==> src/design/jsu_pkg.sv <==
`default_nettype none
package jsu_pkg;

  typedef enum logic [2:0] {
    PH_IDLE = 3'd0,
    PH_BODY = 3'd1,
    PH_ESC  = 3'd2,
    PH_HEX1 = 3'd3,
    PH_HEX2 = 3'd4,
    PH_HEX3 = 3'd5,
    PH_HEX4 = 3'd6
  } phase_t;

  typedef enum logic [1:0] {
    ST_CONT = 2'd0,
    ST_DONE = 2'd1,
    ST_ERR  = 2'd2
  } status_t;

  localparam logic [7:0] CH_QUOTE = 8'h22;
  localparam logic [7:0] CH_BSLASH = 8'h5C;
  localparam logic [7:0] CH_N = 8'h6E;
  localparam logic [7:0] CH_T = 8'h74;
  localparam logic [7:0] CH_R = 8'h72;
  localparam logic [7:0] CH_B = 8'h62;
  localparam logic [7:0] CH_F = 8'h66;
  localparam logic [7:0] CH_U = 8'h75;

  localparam logic [7:0] UTF8_LEAD2 = 8'hC0;
  localparam logic [7:0] UTF8_LEAD3 = 8'hE0;
  localparam logic [7:0] UTF8_CONT  = 8'h80;
  localparam logic [15:0] CP_2BYTE_MIN = 16'h0080;
  localparam logic [15:0] CP_3BYTE_MIN = 16'h0800;

  // {bad, value}
  function automatic logic [4:0] hex_val(input logic [7:0] c);
    logic [4:0] r;
    r = 5'h10;
    if (c >= 8'h30 && c <= 8'h39) begin
      r = {1'b0, c[3:0]};
    end else if ((c >= 8'h61 && c <= 8'h66) || (c >= 8'h41 && c <= 8'h46)) begin
      r = {1'b0, c[3:0] + 4'd9};
    end
    return r;
  endfunction

endpackage
`default_nettype wire

==> src/design/jsu_if.sv <==
`default_nettype none
interface jsu_in_if;
  logic       valid;
  logic       ready;
  logic [7:0] in_byte;
  logic       text_end;

  modport source (output valid, output in_byte, output text_end, input ready);
  modport sink (input valid, input in_byte, input text_end, output ready);
endinterface

interface jsu_out_if;
  logic       valid;
  logic       ready;
  logic [7:0] out_byte;
  logic       byte_valid;
  logic [1:0] status;
  logic       last;

  modport source (output valid, output out_byte, output byte_valid, output status,
                  output last, input ready);
  modport sink (input valid, input out_byte, input byte_valid, input status,
                input last, output ready);
endinterface
`default_nettype wire

==> src/design/json_string_unescape.sv <==
// Streaming decoder for one quoted JSON string, one raw byte per transfer.
// in_ch carries in_byte and text_end; out_ch carries out_byte, byte_valid,
// status (continuing, complete, error) and last, which marks the final
// result caused by one input byte.
// Each accepted byte gives 0 to 3 results. They are decoded in the cycle of
// the input transfer and held in a three-slot result buffer, so the first
// result appears in the cycle after the input transfer.
// Throughput is one input byte per cycle while the receiver takes every
// result: a new byte is accepted while the last buffered result leaves.
// A \u escape that encodes to two or three UTF-8 bytes holds in_ch.ready
// low while the buffer drains.
// When the receiver stalls, the buffered results hold and in_ch.ready
// stays low until the last of them is transferred.
// Reset (rst_n low, synchronous) empties the result buffer and returns the
// decoder to idle, awaiting an opening quote, with the code cleared.
`default_nettype none
module json_string_unescape
  import jsu_pkg::*;
(
  input  wire        clk,
  input  wire        rst_n,
  jsu_in_if.sink     in_ch,
  jsu_out_if.source  out_ch
);

  phase_t      phase_r, phase_nxt;
  logic [15:0] code_r, code_nxt;
  logic [1:0]  rem_r;

  // slot 0 carries any status; slots 1 and 2 are always decoded bytes
  logic [7:0]  s0_byte_r, s1_byte_r, s2_byte_r;
  logic        s0_valid_r;
  status_t     s0_status_r;

  logic [1:0]  n_nxt;
  logic [7:0]  b0_nxt, b1_nxt, b2_nxt;
  logic        v0_nxt;
  status_t     st0_nxt;
  logic [4:0]  hv;
  logic [15:0] cp;
  logic        in_xfer, out_xfer;

  assign out_xfer = out_ch.valid && out_ch.ready;
  assign in_ch.ready = (rem_r == 2'd0) || (rem_r == 2'd1 && out_ch.ready);
  assign in_xfer = in_ch.valid && in_ch.ready;

  assign out_ch.valid      = (rem_r != 2'd0);
  assign out_ch.out_byte   = s0_byte_r;
  assign out_ch.byte_valid = s0_valid_r;
  assign out_ch.status     = s0_status_r;
  assign out_ch.last       = (rem_r == 2'd1);

  assign hv = hex_val(in_ch.in_byte);
  assign cp = {code_r[11:0], hv[3:0]};

  always_comb begin
    phase_nxt = phase_r;
    code_nxt  = code_r;
    n_nxt     = 2'd0;
    b0_nxt    = 8'h00;
    b1_nxt    = 8'h00;
    b2_nxt    = 8'h00;
    v0_nxt    = 1'b0;
    st0_nxt   = ST_CONT;
    if (in_ch.text_end) begin
      phase_nxt = PH_IDLE;
      code_nxt  = 16'h0000;
      n_nxt     = 2'd1;
      st0_nxt   = ST_ERR;
    end else begin
      case (phase_r)
        PH_BODY: begin
          if (in_ch.in_byte == CH_QUOTE) begin
            phase_nxt = PH_IDLE;
            n_nxt     = 2'd1;
            st0_nxt   = ST_DONE;
          end else if (in_ch.in_byte == CH_BSLASH) begin
            phase_nxt = PH_ESC;
          end else begin
            n_nxt  = 2'd1;
            b0_nxt = in_ch.in_byte;
            v0_nxt = 1'b1;
          end
        end
        PH_ESC: begin
          if (in_ch.in_byte == CH_U) begin
            phase_nxt = PH_HEX1;
            code_nxt  = 16'h0000;
          end else begin
            phase_nxt = PH_BODY;
            n_nxt     = 2'd1;
            v0_nxt    = 1'b1;
            case (in_ch.in_byte)
              CH_N:    b0_nxt = 8'h0A;
              CH_T:    b0_nxt = 8'h09;
              CH_R:    b0_nxt = 8'h0D;
              CH_B:    b0_nxt = 8'h08;
              CH_F:    b0_nxt = 8'h0C;
              default: b0_nxt = in_ch.in_byte;
            endcase
          end
        end
        PH_HEX1, PH_HEX2, PH_HEX3, PH_HEX4: begin
          if (hv[4]) begin
            phase_nxt = PH_IDLE;
            code_nxt  = 16'h0000;
            n_nxt     = 2'd1;
            st0_nxt   = ST_ERR;
          end else begin
            code_nxt = cp;
            if (phase_r == PH_HEX4) begin
              phase_nxt = PH_BODY;
              v0_nxt    = 1'b1;
              if (cp < CP_2BYTE_MIN) begin
                n_nxt  = 2'd1;
                b0_nxt = cp[7:0];
              end else if (cp < CP_3BYTE_MIN) begin
                n_nxt  = 2'd2;
                b0_nxt = UTF8_LEAD2 | {3'b000, cp[10:6]};
                b1_nxt = UTF8_CONT | {2'b00, cp[5:0]};
              end else begin
                n_nxt  = 2'd3;
                b0_nxt = UTF8_LEAD3 | {4'h0, cp[15:12]};
                b1_nxt = UTF8_CONT | {2'b00, cp[11:6]};
                b2_nxt = UTF8_CONT | {2'b00, cp[5:0]};
              end
            end else begin
              phase_nxt = phase_t'(phase_r + 3'd1);
            end
          end
        end
        default: begin
          // idle, and the unused code treated as idle
          if (in_ch.in_byte == CH_QUOTE) begin
            phase_nxt = PH_BODY;
          end else begin
            phase_nxt = PH_IDLE;
            n_nxt     = 2'd1;
            st0_nxt   = ST_ERR;
          end
        end
      endcase
    end
  end

  always_ff @(posedge clk) begin
    if (!rst_n) begin
      phase_r <= PH_IDLE;
      code_r  <= 16'h0000;
      rem_r   <= 2'd0;
    end else if (in_xfer) begin
      phase_r <= phase_nxt;
      code_r  <= code_nxt;
      rem_r   <= n_nxt;
    end else if (out_xfer) begin
      rem_r <= rem_r - 2'd1;
    end
  end

  always_ff @(posedge clk) begin
    if (in_xfer) begin
      s0_byte_r   <= b0_nxt;
      s0_valid_r  <= v0_nxt;
      s0_status_r <= st0_nxt;
      s1_byte_r   <= b1_nxt;
      s2_byte_r   <= b2_nxt;
    end else if (out_xfer) begin
      // shift the next decoded byte forward
      s0_byte_r   <= s1_byte_r;
      s0_valid_r  <= 1'b1;
      s0_status_r <= ST_CONT;
      s1_byte_r   <= s2_byte_r;
    end
  end

endmodule
`default_nettype wire

==> src/flat_wrapper.sv <==
// flat-port wrapper written by rule: the top's interface ports become plain ports
module json_string_unescape_flat import jsu_pkg::*;
  (clk, rst_n, in_ch_valid, in_ch_in_byte, in_ch_text_end, in_ch_ready, out_ch_valid, out_ch_out_byte, out_ch_byte_valid, out_ch_status, out_ch_last, out_ch_ready);
  jsu_in_if in_ch_i ();
  jsu_out_if out_ch_i ();
  input  wire clk;
  input  wire rst_n;
  input wire logic [$bits(in_ch_i.valid)-1:0] in_ch_valid;
  input wire logic [$bits(in_ch_i.in_byte)-1:0] in_ch_in_byte;
  input wire logic [$bits(in_ch_i.text_end)-1:0] in_ch_text_end;
  output wire logic [$bits(in_ch_i.ready)-1:0] in_ch_ready;
  output wire logic [$bits(out_ch_i.valid)-1:0] out_ch_valid;
  output wire logic [$bits(out_ch_i.out_byte)-1:0] out_ch_out_byte;
  output wire logic [$bits(out_ch_i.byte_valid)-1:0] out_ch_byte_valid;
  output wire logic [$bits(out_ch_i.status)-1:0] out_ch_status;
  output wire logic [$bits(out_ch_i.last)-1:0] out_ch_last;
  input wire logic [$bits(out_ch_i.ready)-1:0] out_ch_ready;
  assign in_ch_i.valid = in_ch_valid;
  assign in_ch_i.in_byte = in_ch_in_byte;
  assign in_ch_i.text_end = in_ch_text_end;
  assign in_ch_ready = in_ch_i.ready;
  assign out_ch_valid = out_ch_i.valid;
  assign out_ch_out_byte = out_ch_i.out_byte;
  assign out_ch_byte_valid = out_ch_i.byte_valid;
  assign out_ch_status = out_ch_i.status;
  assign out_ch_last = out_ch_i.last;
  assign out_ch_i.ready = out_ch_ready;
  json_string_unescape u_core (.clk(clk), .rst_n(rst_n), .in_ch(in_ch_i), .out_ch(out_ch_i));
endmodule
==> config.mk <==
export PLATFORM = sky130hd
export DESIGN_NAME = json_string_unescape_flat
export DESIGN_NICKNAME = d
export VERILOG_FILES = /design/src/design/jsu_pkg.sv /design/src/design/jsu_if.sv /design/src/design/json_string_unescape.sv /design/src/flat_wrapper.sv
export SDC_FILE = /design/constraint.sdc
export NUM_CORES = 1
export LEC_CHECK = 0
export BUFFER_PORTS_ARGS = -buffer_cell sky130_fd_sc_hd__buf_2
export CORE_MARGIN = 8
export CORE_UTILIZATION = 30
export CTS_CLUSTER_SIZE = 16
export DETAILED_ROUTE_END_ITERATION = 12
export HOLD_SLACK_MARGIN = 0.15
export RECOVER_POWER = 100
export SYNTH_ARGS = -nofsm -noshare
export SYNTH_HDL_FRONTEND = slang
export SYNTH_SLANG_ARGS = --single-unit
==> constraint.sdc <==
create_clock -name clk -period 3.55 [get_ports clk]
set_input_delay 0.1775 -clock clk [delete_from_list [all_inputs] [get_ports clk]]
set_output_delay 0.1775 -clock clk [all_outputs]
set_load 0.005 [all_outputs]
## Word-level counts from Yosys, hierarchy flattened

Index checks and enable logic that the tools add are counted.
Widths: inputs -> output; s select.

| cells by class | value |
|---|---|
| add/subtract/negate cells | 3 |
| $mul | 0 |
| divide/modulo/power cells | 0 |
| magnitude comparators | 8 |
| eq/ne operators | 17 |
| shift-type cells | 0 |
| multiplexer cells | 63 |
| bitwise logic cells | 2 |
| reduce and logical (&&, ||, !) cells | 17 |

Operators by type and width:

| operator | number |
|---|---|
| $mux 8 | 17 |
| $eq 8x7->1 const B | 7 |
| $pmux 8 s5 | 1 |
| $mux 12 | 3 |
| $mux 2 | 13 |
| $pmux 12 s2 | 1 |
| $pmux 8 s3 | 1 |
| $ge 8x7->1 const B | 2 |
| $le 8x7->1 const B | 2 |
| $lt 16x12->1 const B | 1 |
| $lt 16x8->1 const B | 1 |
| $mux 3 | 5 |
| $mux 1 | 14 |
| $mux 6 | 2 |
| $pmux 2 s3 | 2 |
| $mux 5 | 2 |
| $eq 3x3->1 const B | 3 |
| $pmux 3 s3 | 1 |
| $eq 8x6->1 const B | 1 |
| $ge 8x6->1 const B | 1 |
| $le 8x6->1 const B | 1 |
| $eq 3x2->1 const B | 2 |
| $logic_and 1x1->1 | 6 |
| $reduce_or 6->1 | 1 |
| other kinds (17) | 20 |

| word-level totals | value |
|---|---|
| register bits | 44 |
| latch bits | 0 |
| RAM bits | 0 |
| memory bits (read-only) | 0 |
| bits of input ports | 13 |
| output and inout bits | 14 |
| word-level logic and storage cells | 119 |
| memories kept | 0 |

## Longest topological paths before layout

| logic depth | value |
|---|---|
| depth in word-level cells | 13 |
| mapped depth | 10 |
| depth with buffers taken out | 9 |

## Worst setup path before layout

OpenSTA, ideal clock, no wires.

| path | value |
|---|---|
| path kind | input port to flip-flop |
| from | input in_ch_in_byte[0] |
| to | register u_core.s0_status_r[1] (netlist: u_core.out_ch.status[1]), data pin |
| setup time | 268 ps |
| data arrival time | 1806 ps |
| data required time | 3282 ps |
| setup slack | 1476 ps |
| cell stages on the path | 9 |
| buffers on the path | 2 |
| path through | clkbuf_1 > inv_1 > ha_1 > nand2b_1 > nor4bb_1 > clkbuf_1 > nor3_1 > a311oi_1 > o31ai_1 |

| between the ends | value |
|---|---|
| longest elaborated chain between the ends | 9 |
| elaborated cells on any way between the ends | 18 |
| those cells by class | 6 x order compare; 1 x eq/ne; 7 x mux; 4 x reduce/logical |

RTL lines:

| element | line | RTL |
|---|---|---|
| from (decl) | flat_wrapper.sv:9 | `input wire logic [$bits(in_ch_i.in_byte)-1:0] in_ch_in_byte;` |
| $ge 8x7->1 / $le 8x7->1 (equally long branches) | jsu_pkg.sv:41 | `end else if ((c >= 8'h61 && c <= 8'h66) \|\| (c >= 8'h41 && c <= 8'h46)) begin` |
| $logic_and 1x1->1 | jsu_pkg.sv:41 |  |
| $logic_or 1x1->1 | jsu_pkg.sv:41 |  |
| $mux 5 | jsu_pkg.sv:41 |  |
| $mux 5 | jsu_pkg.sv:39 | `if (c >= 8'h30 && c <= 8'h39) begin` |
| $mux 2 | json_string_unescape.sv:104 | `if (hv[4]) begin` |
| $pmux 2 s3 * | json_string_unescape.sv:71 | `case (phase_r)` |
| $mux 2 * | json_string_unescape.sv:65 | `if (in_ch.text_end) begin` |
| $mux 2 * | json_string_unescape.sv:161 | `if (in_xfer) begin` |
| to (signal assigned) | json_string_unescape.sv:164 | `s0_status_r <= st0_nxt;` |
| to (decl) | json_string_unescape.sv:33 | `status_t s0_status_r;` |

Every way passes the cells marked *; elsewhere a longest branch is shown, timed or not.
A chain may end at the register's enable or synchronous reset.

## Worst setup path after layout

| path | value |
|---|---|
| from | register u_core.phase_r[2] |
| to | register u_core.s0_byte_r[4] (netlist: u_core.out_ch.out_byte[4]), data pin |

| between the ends | value |
|---|---|
| longest elaborated chain between the ends | 6 |
| elaborated cells on any way between the ends | 12 |
| those cells by class | 6 x eq/ne; 5 x mux; 1 x reduce/logical |

RTL lines:

| element | line | RTL |
|---|---|---|
| from (decl) | json_string_unescape.sv:26 | `phase_t phase_r, phase_nxt;` |
| from (signal assigned) | json_string_unescape.sv:152 | `phase_r <= phase_nxt;` |
| $eq 3x3->1 | json_string_unescape.sv:71, json_string_unescape.sv:111 |  |
| $mux 8 | json_string_unescape.sv:111 | `if (phase_r == PH_HEX4) begin` |
| $mux 8 | json_string_unescape.sv:104 |  |
| $pmux 8 s3 * | json_string_unescape.sv:71 |  |
| $mux 8 * | json_string_unescape.sv:65 |  |
| $mux 8 * | json_string_unescape.sv:161 |  |
| to (signal assigned) | json_string_unescape.sv:162 | `s0_byte_r <= b0_nxt;` |
| to (signal assigned) | json_string_unescape.sv:169 | `s0_byte_r <= s1_byte_r;` |
| to (decl) | json_string_unescape.sv:31 | `logic [7:0] s0_byte_r, s1_byte_r, s2_byte_r;` |

Marked as above.

==> metrics <==
ANT nets after route 0; CTS buffer count 5; Min-Delay Startpoint rst_n; Distinct cells, synth 60; final core utilization 34.1%; io pins 27; Antenna Cells 0; Max Buffers Root-to-Sink 2; GRT Overall Usage 12.5%; DP Worst Slack 0.976 ns; HP Class input port to flop; Post-synth ARST share 0%; post-CTS setup buffers 0; WL met2 3400 um; max-cap violations 0; Syn Inst Count 290; hpwl dp 5440 um; final wirelength 7260 um; synth warn 0; Final Setup Violations 0; final hold violation count 0; Setup CP Type flop to flop; post-synthesis sequential area ratio 41.3%; status completed; Resize count post-CTS 0; Crit Reg-Reg Startpoint u_core.phase_r[2]; power per cell area 493 mW/mm^2; hold-fix buffers at CTS 0; total power 1.45 mW; clk sink count 42; via-per-instance ratio 5.69; Clock Skews 0.00962 ns; met3 wire length 487 um; global-route wire length before repair 11900 um; CTS H-tree depth 2; vias 2373; FF+latch count, synth 42; fin. max-slew vios 0; CP endpoint kind flop; initial antenna violation count 0; period utilisation layout 75.8%; DIE AREA 0.0121 mm^2; syn_area_per_cell 9.12 um^2; most common cell after layout, fill and taps aside edfxtp_1; WP data required 3.65 ns; syn_nets 309; Main synth FF type edfxtp_1; top sig layer met4; CTS tree yes; Slew headroom 43.5%; Avg WL per Cell 17.4 um; clock root cell clkbuf_8; cell row count 34; Die Y 110 um; fmax 371 MHz; TNS Setup 0 ns; CP startpoint kind flop; Final WS setup 0.857 ns; # DRC 0; arrival time worst endpoint 2.80 ns; Worst-path clk slew 0.08 ns; worst-margin pin slew 0.848 ns; R2R setup slack 0.86 ns; starting density of the core 30.6%; min cycle time layout 2.69 ns; FF-to-FF path depth 5; Worst Hold Path EP u_core.code_r[0]; Max FO, Critical Path 20; router iterations before antenna repair 4; Post-Syn Area 0.00264 mm^2; RD Place Congestion 0.860; port bufs 26; 1st-iter DRT viols 185; Inst Count DP 409; wl on met1 3300 um; Non-Filler Instances 417; leakage 1.03 nW; Area Overhead vs Synth 11.3%; Worst VDD drop 0.215 mV; Post-synth EDFFs 25; GRT Residual Overflow 0; vias in the first global route 2213; Reg2Reg Capture Point u_core.out_ch.out_byte[4]; most frequent cells in the layout edfxtp_1, nand2_1, nor2_1, inv_1, dfxtp_1; largest net degree at the start of global routing 23; core area 0.00864 mm^2; Clk Latency, worst-skew pair 0.29 ns; share of cells above drive strength 1 9.71%; RSZ-0062 raised after global routing false; Total Nets Final 327; Die Wd 110 um; hold depth 2
state kept, by name (all words and copies together), names as in the netlist:
signal and count:
u_core.out_ch.byte_valid 1, u_core.s2_byte_r 7, u_core.rem_r 2, u_core.out_ch.out_byte 8
u_core.s1_byte_r 7, u_core.code_r 12, u_core.out_ch.status 2, u_core.phase_r 3
through the flow:
stage               cell area (um^2)  hold WS (ns)
detailed placement              2860         0.504
finish                          2940         0.295
global route                    2940         0.294
floorplan                       2640         0.306
CTS                             2970         0.288
global placement                2860         0.505
kinds of logic (layout without fill, tap and decap cells):
| family | count (synthesis) | after routing | synth area share (%) |
|---|---|---|---|
| buffers and inverters | 37 | 56 | 5.63 |
| AND/OR/NAND/NOR | 101 | 101 | 20.8 |
| XOR/XNOR | 1 | 1 | 0.331 |
| AO/OA/AOI/OAI | 101 | 101 | 28.3 |
| multiplexers | 2 | 2 | 0.852 |
| flip-flops | 42 | 42 | 41.3 |
| adder cells (fa/ha/maj) | 6 | 6 | 2.84 |
worst max-delay path by stage:
stage                                 start                   endpoint  slack (ns)  cells past startpoint
after CTS                 u_core.phase_r[2]  u_core.out_ch.out_byte[4]        0.95                      5
after floorplan            in_ch_in_byte[0]    u_core.out_ch.status[1]        1.48                      9
after global placement    u_core.phase_r[2]  u_core.out_ch.out_byte[4]        0.97                      5
after global routing        u_core.rem_r[0]           u_core.code_r[5]        0.67                     11
after detailed placement  u_core.phase_r[2]  u_core.out_ch.out_byte[4]        0.98                      5
final                     u_core.phase_r[2]  u_core.out_ch.out_byte[4]        0.86                      5
synth_stat cells, types with 3 or more instances:
cell | instances | share of area [%]
a21oi_1 | 12 | 2.3
a22oi_1 | 3 | 0.85
a31oi_1 | 5 | 1.2
a32oi_1 | 16 | 5.3
and2_1 | 4 | 0.95
and3_1 | 5 | 1.2
clkbuf_1 | 16 | 2.3
dfxtp_1 | 17 | 13
edfxtp_1 | 25 | 28
ha_1 | 6 | 2.8
inv_1 | 16 | 2.3
nand2_1 | 24 | 3.4
nand3_1 | 8 | 1.5
nor2_1 | 19 | 2.7
nor2b_1 | 11 | 2.6
nor3_1 | 8 | 1.5
nor3b_1 | 3 | 0.85
o211ai_1 | 7 | 2.0
o21a_1 | 4 | 1.1
o21ai_0 | 8 | 1.5
o21ai_1 | 6 | 1.1
o21bai_1 | 3 | 0.85
o221ai_1 | 3 | 0.99
o22ai_1 | 3 | 0.71
o31ai_1 | 6 | 1.7
o41ai_1 | 3 | 0.99
worst max-delay path, stage by stage, from the launching register on:
cell and delay (ns):
dfxtp_1 0.71, nor3_1 0.20, nor4_2 0.67, and3_1 0.35, nand2_1 0.22, o311ai_0 0.36
metal layers:
metal  global-route usage, %  up-vias
met4                    3.09        0
met2                    19.7       55
met3                    2.52        8
li1                        -     1158
met1                    17.0     1152
met5                       0        -
cell type report:
class	instances	area (um^2)
Clock buffer	6	72.6
Clock inverter	2	37.5
Inverter	18	67.6
Timing Repair Buffer	30	145
Tap cell	108	135
Sequential cell	42	1090
Multi-Input combinational cell	211	1390
Fill cell	925	5690
power by group:
part | leakage (nW) | switching, mW | internal (mW)
Combinational | 0.588 | 0.241 | 0.129
Clock | 0.0514 | 0.169 | 0.210
Sequential | 0.387 | 0.0421 | 0.662
Power figures use the tool's default switching activity.
